## src/cmfs_pkg.sv

```systemverilog
`timescale 1ns / 1ps

package cmfs_pkg;

  // Width of one direction component as read from the ports.
  localparam int CompBits = 16;
  // Fraction bits of a face coordinate.
  localparam int FracBits = 16;
  // Width of the tex_u and tex_v ports.
  localparam int TexW = 16;

  // Working width of the dividend and remainder: values up to twice the major magnitude.
  localparam int NW = CompBits + 1;

  // The divider retires this many quotient bits in each pipeline stage.
  localparam int StepsPerStage = 4;
  localparam int NumDivStages = (FracBits + StepsPerStage - 1) / StepsPerStage;
  localparam int QW = NumDivStages * StepsPerStage;
  // Quotient bits computed beyond the fraction width, dropped at the output.
  localparam int ExtraBits = QW - FracBits;

  typedef enum logic [2:0] {
    FacePosX = 3'd0,
    FaceNegX = 3'd1,
    FacePosY = 3'd2,
    FaceNegY = 3'd3,
    FacePosZ = 3'd4,
    FaceNegZ = 3'd5
  } face_e;

  // Payload that travels down the divider pipeline.
  typedef struct packed {
    logic             res_valid;
    face_e            face;
    logic [CompBits-1:0] m;
    logic [NW-1:0]    ru;
    logic [NW-1:0]    rv;
    logic [QW-1:0]    qu;
    logic [QW-1:0]    qv;
  } stage_t;

  // Result of one restoring division step.
  typedef struct packed {
    logic          qbit;
    logic [NW-1:0] rem;
  } div_step_t;

  // One restoring step: compare the partial remainder with m, subtract
  // when it fits, and shift for the next bit. The remainder never exceeds 2m.
  function automatic div_step_t div_step(input logic [NW-1:0] r,
                                         input logic [CompBits-1:0] m);
    logic [NW-1:0] mx;
    logic [NW-1:0] diff;
    div_step_t     res;
    mx       = {1'b0, m};
    res.qbit = (r >= mx);
    diff     = res.qbit ? (r - mx) : r;
    res.rem  = {diff[NW-2:0], 1'b0};
    return res;
  endfunction

endpackage

```

## src/cmfs_select.sv

```systemverilog
`timescale 1ns / 1ps

module cmfs_select import cmfs_pkg::*; (
  input  logic                clk_i,
  input  logic                rst_ni,
  input  logic                adv_i,
  input  logic                valid_i,
  input  logic [CompBits-1:0] dir_x_i,
  input  logic [CompBits-1:0] dir_y_i,
  input  logic [CompBits-1:0] dir_z_i,
  output logic                valid_o,
  output stage_t              data_o
);

  logic signed [NW-1:0] x, y, z;
  logic [CompBits-1:0]  ax, ay, az, m;
  logic signed [NW-1:0] sc, tc;
  logic [NW:0]          sum_u, sum_v;
  face_e                face;
  logic                 valid_q;
  stage_t               data_d, data_q;

  // Sign extend the components and take their magnitudes.
  always_comb begin
    x  = $signed({dir_x_i[CompBits-1], dir_x_i});
    y  = $signed({dir_y_i[CompBits-1], dir_y_i});
    z  = $signed({dir_z_i[CompBits-1], dir_z_i});
    ax = dir_x_i[CompBits-1] ? (~dir_x_i + 1'b1) : dir_x_i;
    ay = dir_y_i[CompBits-1] ? (~dir_y_i + 1'b1) : dir_y_i;
    az = dir_z_i[CompBits-1] ? (~dir_z_i + 1'b1) : dir_z_i;
  end

  // Pick the major axis with ties going to x, then y, and the face operands.
  always_comb begin
    if (ax >= ay && ax >= az) begin
      m = ax;
      if (!dir_x_i[CompBits-1]) begin
        face = FacePosX;
        sc   = -z;
        tc   = -y;
      end else begin
        face = FaceNegX;
        sc   = z;
        tc   = -y;
      end
    end else if (ay >= az) begin
      m = ay;
      if (!dir_y_i[CompBits-1]) begin
        face = FacePosY;
        sc   = x;
        tc   = z;
      end else begin
        face = FaceNegY;
        sc   = x;
        tc   = -z;
      end
    end else begin
      m = az;
      if (!dir_z_i[CompBits-1]) begin
        face = FacePosZ;
        sc   = x;
        tc   = -y;
      end else begin
        face = FaceNegZ;
        sc   = -x;
        tc   = -y;
      end
    end
  end

  // Dividends c + m lie in [0, 2m] and fit in NW unsigned bits.
  always_comb begin
    sum_u            = {sc[NW-1], sc} + {2'b00, m};
    sum_v            = {tc[NW-1], tc} + {2'b00, m};
    data_d.res_valid = (m != '0);
    data_d.face      = face;
    data_d.m         = m;
    data_d.ru        = sum_u[NW-1:0];
    data_d.rv        = sum_v[NW-1:0];
    data_d.qu        = '0;
    data_d.qv        = '0;
  end

  always_ff @(posedge clk_i or negedge rst_ni) begin
    if (!rst_ni) begin
      valid_q <= 1'b0;
    end else if (adv_i) begin
      valid_q <= valid_i;
    end
  end

  always_ff @(posedge clk_i) begin
    if (adv_i && valid_i) begin
      data_q <= data_d;
    end
  end

  assign valid_o = valid_q;
  assign data_o  = data_q;

endmodule

```

## src/cmfs_div_stage.sv

```systemverilog
`timescale 1ns / 1ps

module cmfs_div_stage import cmfs_pkg::*; (
  input  logic   clk_i,
  input  logic   rst_ni,
  input  logic   adv_i,
  input  logic   valid_i,
  input  stage_t data_i,
  output logic   valid_o,
  output stage_t data_o
);

  stage_t    data_d, data_q;
  logic      valid_q;
  div_step_t su, sv;

  // Retire a group of quotient bits for both coordinates in parallel.
  always_comb begin
    data_d = data_i;
    for (int i = 0; i < StepsPerStage; i++) begin
      su        = div_step(data_d.ru, data_d.m);
      sv        = div_step(data_d.rv, data_d.m);
      data_d.ru = su.rem;
      data_d.rv = sv.rem;
      data_d.qu = {data_d.qu[QW-2:0], su.qbit};
      data_d.qv = {data_d.qv[QW-2:0], sv.qbit};
    end
  end

  always_ff @(posedge clk_i or negedge rst_ni) begin
    if (!rst_ni) begin
      valid_q <= 1'b0;
    end else if (adv_i) begin
      valid_q <= valid_i;
    end
  end

  always_ff @(posedge clk_i) begin
    if (adv_i && valid_i) begin
      data_q <= data_d;
    end
  end

  assign valid_o = valid_q;
  assign data_o  = data_q;

endmodule

```

## src/cube_map_face_and_uv_select.sv

```systemverilog
`timescale 1ns / 1ps

// Cube map face selection: takes a signed direction (dir_x_i, dir_y_i, dir_z_i), picks the
// face on the axis of largest magnitude (ties to x, then y, then z; sign picks +/- face)
// and returns face_o with coordinates tex_u_o and tex_v_o = floor((c + m) * 2^16 / (2m)),
// where a value of one saturates to 65535. A zero vector gives valid_res_o = 0 with all
// other fields 0. One item is accepted every cycle while in_stall_o is low; an item passes
// through one stage for face selection, one stage per four quotient bits of the restoring
// divider, and the output register.
// Bubbles in the pipeline close up while the output is stalled.
module cube_map_face_and_uv_select import cmfs_pkg::*; (
  input  logic                clk_i,
  input  logic                rst_ni,
  input  logic                in_valid_i,
  output logic                in_stall_o,
  input  logic [CompBits-1:0] dir_x_i,
  input  logic [CompBits-1:0] dir_y_i,
  input  logic [CompBits-1:0] dir_z_i,
  output logic                out_valid_o,
  input  logic                out_stall_i,
  output logic [2:0]          face_o,
  output logic [TexW-1:0]     tex_u_o,
  output logic [TexW-1:0]     tex_v_o,
  output logic                valid_res_o
);

  // Stage 0 is the face selector, stages 1..NumDivStages the divider.
  logic   stg_valid [NumDivStages+1];
  stage_t stg_data  [NumDivStages+1];
  logic   stg_adv   [NumDivStages+1];
  logic   out_adv;

  logic            out_valid_q;
  face_e           face_d, face_q;
  logic [TexW-1:0] tex_u_d, tex_u_q, tex_v_d, tex_v_q;
  logic            res_valid_q;
  logic [QW-1:0]   qu_sh, qv_sh;
  stage_t          last;

  // A stage moves when it is empty or the stage after it moves.
  assign out_adv = !out_valid_q || !out_stall_i;
  always_comb begin
    stg_adv[NumDivStages] = !stg_valid[NumDivStages] || out_adv;
    for (int i = NumDivStages - 1; i >= 0; i--) begin
      stg_adv[i] = !stg_valid[i] || stg_adv[i+1];
    end
  end

  assign in_stall_o = !stg_adv[0];

  cmfs_select u_select (
    .clk_i   (clk_i),
    .rst_ni  (rst_ni),
    .adv_i   (stg_adv[0]),
    .valid_i (in_valid_i),
    .dir_x_i (dir_x_i),
    .dir_y_i (dir_y_i),
    .dir_z_i (dir_z_i),
    .valid_o (stg_valid[0]),
    .data_o  (stg_data[0])
  );

  for (genvar g = 1; g <= NumDivStages; g++) begin : g_div
    cmfs_div_stage u_div (
      .clk_i   (clk_i),
      .rst_ni  (rst_ni),
      .adv_i   (stg_adv[g]),
      .valid_i (stg_valid[g-1]),
      .data_i  (stg_data[g-1]),
      .valid_o (stg_valid[g]),
      .data_o  (stg_data[g])
    );
  end

  // Drop the extra low quotient bits and clear the fields for a zero vector.
  always_comb begin
    last    = stg_data[NumDivStages];
    qu_sh   = last.qu >> ExtraBits;
    qv_sh   = last.qv >> ExtraBits;
    face_d  = last.res_valid ? last.face : FacePosX;
    tex_u_d = last.res_valid ? TexW'(qu_sh) : '0;
    tex_v_d = last.res_valid ? TexW'(qv_sh) : '0;
  end

  always_ff @(posedge clk_i or negedge rst_ni) begin
    if (!rst_ni) begin
      out_valid_q <= 1'b0;
    end else if (out_adv) begin
      out_valid_q <= stg_valid[NumDivStages];
    end
  end

  always_ff @(posedge clk_i) begin
    if (out_adv && stg_valid[NumDivStages]) begin
      face_q      <= face_d;
      tex_u_q     <= tex_u_d;
      tex_v_q     <= tex_v_d;
      res_valid_q <= last.res_valid;
    end
  end

  assign out_valid_o = out_valid_q;
  assign face_o      = face_q;
  assign tex_u_o     = tex_u_q;
  assign tex_v_o     = tex_v_q;
  assign valid_res_o = res_valid_q;

`ifndef SYNTHESIS
  // A zero vector leaves all result fields at zero.
  a_zero_vec_fields: assert property (@(posedge clk_i) disable iff (!rst_ni)
    out_valid_o && !valid_res_o |-> face_o == FacePosX && tex_u_o == '0 && tex_v_o == '0)
    else $error("zero vector result has nonzero fields");

  // A valid result names one of the six faces.
  a_face_range: assert property (@(posedge clk_i) disable iff (!rst_ni)
    out_valid_o && valid_res_o |-> face_o <= FaceNegZ)
    else $error("face code out of range");

  // The input side only stalls when the output holds an item that is stalled.
  a_stall_cause: assert property (@(posedge clk_i) disable iff (!rst_ni)
    in_stall_o |-> out_valid_o && out_stall_i)
    else $error("input stalled without output backpressure");

  // With the output free, the last divider stage always drains.
  a_drain: assert property (@(posedge clk_i) disable iff (!rst_ni)
    !out_stall_i && stg_valid[NumDivStages] |=> out_valid_o)
    else $error("item lost at output register");
`endif

endmodule
```

## config.mk

```make
export PLATFORM = sky130hd
export DESIGN_NAME = cube_map_face_and_uv_select
export DESIGN_NICKNAME = d
export VERILOG_FILES = /design/src/cmfs_pkg.sv /design/src/cmfs_select.sv /design/src/cmfs_div_stage.sv /design/src/cube_map_face_and_uv_select.sv
export SDC_FILE = /design/constraint.sdc
export NUM_CORES = 2
export LEC_CHECK = 0
export BUFFER_PORTS_ARGS = -buffer_cell sky130_fd_sc_hd__buf_2
export CAP_MARGIN = 20
export CORE_MARGIN = 2
export CORE_UTILIZATION = 40
export DETAILED_ROUTE_END_ITERATION = 6
export PLACE_DENSITY = 0.56
export SLEW_MARGIN = 20
export SYNTH_ARGS = -nofsm -noshare
export SYNTH_HDL_FRONTEND = slang
export SYNTH_SLANG_ARGS = --single-unit
```

## constraint.sdc

```tcl
create_clock -name clk_i -period 12.8 [get_ports clk_i]
set_clock_uncertainty 0.05 [all_clocks]
set_input_delay 1.28 -clock clk_i [delete_from_list [all_inputs] [get_ports clk_i]]
set_output_delay 1.28 -clock clk_i [all_outputs]
set_load 0.1 [all_outputs]
```

==> qor.yml <==
worst_setup_path:
  worst_r2r_endpoint: "g_div[2].u_div.data_o[60]$_DFFE_PP_"
  critPathMaxFanout: 15
  reg2reg_slack_ps: 900
  crit_type: "reg -> reg"
  worstPathRequired_ps: 13090
  worst_path_largest_cell_delay_ps: 660
  worstSetupEndpointType: "flop"
  crit_slowest_cell: "nand2b_1"
  reg2reg_from: "g_div[1].u_div.data_o[75]$_DFFE_PP_"
  cp-start-kind: "flop"
  cp.arrival_ps: 12190
  reg2reg_depth: 34
route:
  vias_per_cell: 5.732
  first_pass_iters: 5
  vias: 36220
  routedWlPerCell_um: 20.35
  first_iter_violations: 2162
  postRouteAntennaNets: 0
  route.detailed.drc: 0
  routed_wl_um: 128600
layout:
  fin_util: 0.4378
  area_growth_pct: 8.864
  final_common_cell: "ha_1"
  drive_above_1_share: 0.1193
  final_nets: 5535
  layout_common_cells: "ha_1, a21oi_1, nor2_1"
  layout.cells.non_filler: 6319
status:
  status: "finished clean"
synth:
  synth_ff_type: "edfxtp_1"
  yosys-top-cells-area: "edfxtp_1, ha_1, mux2_2, xnor2_1, a21oi_1"
  yosysSeqAreaShare: 0.2379
  synth_top_area_frac: 0.2344
  synth_edf_count: 330
  syn_avg_cell_area_um2: 8.821
  yosysTopAreaCell: "edfxtp_1"
  ys_async_sr_fraction: 0.01786
  synth_cells: 4793
  ys_ff_latch: 336
  syn_nets: 5433
  synth_area_mm2: 0.04228
  yosysWarningCount: 0
  synth.distinct_cells: 103
place:
  io_buffers: 89
  gp_congestion: 0.9264
  dp.cells: 6240
  dp_hpwl_um: 100800
cts:
  clkLatencyLatePin_ps: 600
  htreeDepth: 2
  cts-buffers-inserted: 43
  root_buffer: "clkbuf_16"
  clock_path_buffers: 3
  cts_tree: "yes"
  cts.sinks: 336
  clk_pin_slew_worst_paths_ps: 60
sta:
  period_needed_ps: 11900
  relSlewSlack: 0.3104
  maxSlewViolCount: 0
  hold_ws_ps: 363.7
  hold_violations: 0
  worst_pin_slew_ps: 1034
  period_share: 0.9294
  rsz0062_at_grt: "false"
  fmax_mhz: 84.06
  tns_ps: 0
  finalSetupViolCount: 0
grt:
  grt_overflow: 0
  grt_pass1_vias: 34570
  antenna_found_initial: 1
  grt_pass1_wl_um: 198600
  grt_max_degree: 62
  grt_use_total: 0.2325
floorplanning:
  rows: 119
  start_util: 0.4022
  core_mm2: 0.1051
  dieHeight_um: 329.1
  die_w_um: 329.1
  ios: 90
  die_area_mm2: 0.1083
min_path:
  holdPathEnd: "g_div[2].u_div.data_o[4]$_DFFE_PP_"
  min_from: "g_div[1].u_div.data_o[0]$_DFFE_PP_"
  min_path_type: "reg -> reg"
  whs_path_depth: 0
flow_run:
  cap_violations: 0
[stage by stage]
stage	instance area, µm²	setup slack [ps]
after detailed placement	44620	337.1
final	46020	903.1
after global routing	46020	99.93
after floorplan	42280	2155
after global placement	44620	271.8
after CTS	46010	299.0
[cells in the mapped netlist (all sizes together) (15+ instances only)]
cell	number
and3	37
mux2	265
o31ai	42
xor2	183
o31a	15
and2	78
nand2b	74
nor3	107
inv	237
o21a	90
mux2i	41
nand2	316
nor2	348
xnor2	312
edfxtp	330
or2	40
nand4	56
a21o	218
clkbuf	75
ha	576
a211oi	34
buf	30
nand3	83
o21bai	75
o211ai	32
a21oi	397
a31oi	46
nor4	18
nor2b	77
or3	53
o21ai	253
[state kept, by name, summed over array words and instances, names as in the netlist]
name	cells
tex_u_o	16
u_select.data_o	54
tex_v_o	16
valid_res_o	1
out_valid_o	1
face_o	3
u_select.valid_o	1
g_div.u_div.data_o	240
g_div.u_div.valid_o	4
[cell type report]
class	instances	area, µm²
fill	10550	59090
tap	1391	1740
timing repair buffer	162	993.5
multi-input combinational	4112	30930
antenna	1	2.502
inverter	240	905.9
sequential	336	10060
clock buffer	48	1137
clock inverter	29	254.0
[logic make-up after synthesis]
group,Yosys count,synth area share
AO/OA/AOI/OAI,1383,0.2138
flip-flops,336,0.2379
XOR/XNOR,495,0.1027
buffers and inverters,345,0.03164
AND/OR/NAND/NOR,1340,0.1573
adder cells (fa/ha/maj),588,0.1762
multiplexers,306,0.08038
[timing repair]
item | CTS | global route
gates resized for setup | 0 | 5
hold buffers | 0 | 0
buffers inserted | 0 | 1
endpoints found under the setup margin | 0 | 45
[worst max path at each step]
stage,depth (start not counted),start,to,slack [ps]
6_report,34,g_div[1].u_div.data_o[75]$_DFFE_PP_,g_div[2].u_div.data_o[60]$_DFFE_PP_,900
3_3_place_gp,44,g_div[2].u_div.data_o[67]$_DFFE_PP_,g_div[3].u_div.data_o[43]$_DFFE_PP_,270
3_5_place_dp,44,g_div[2].u_div.data_o[67]$_DFFE_PP_,g_div[3].u_div.data_o[43]$_DFFE_PP_,340
2_1_floorplan,46,g_div[1].u_div.data_o[67]$_DFFE_PP_,g_div[2].u_div.data_o[40]$_DFFE_PP_,2150
4_1_cts,44,g_div[2].u_div.data_o[67]$_DFFE_PP_,g_div[3].u_div.data_o[43]$_DFFE_PP_,300
5_1_grt,40,g_div[1].u_div.data_o[67]$_DFFE_PP_,g_div[2].u_div.data_o[37]$_DFFE_PP_,100
[routing by layer]
layer  track usage  vias to the layer above  wire length [µm]
li1              -                    18080                 -
met1        0.3101                    17170             59510
met2        0.3965                      806             60240
met3       0.02433                      172              5069
met4       0.06759                        0              3771
met5             0                        -                 0
[critical path, delay by kind of cell, from the launching register on]
family                   cells  cell delay [ps]
multiplexers                 5             1860
flip-flops                   1              470
AND/OR/NAND/NOR              9             2830
AO/OA/AOI/OAI               13             3830
adder cells (fa/ha/maj)      4             1450
buffers and inverters        3             1090
Power is left out: the tool's default activity adds up to more than one toggle a clock period on the data nets, which glitch-free logic cannot reach.
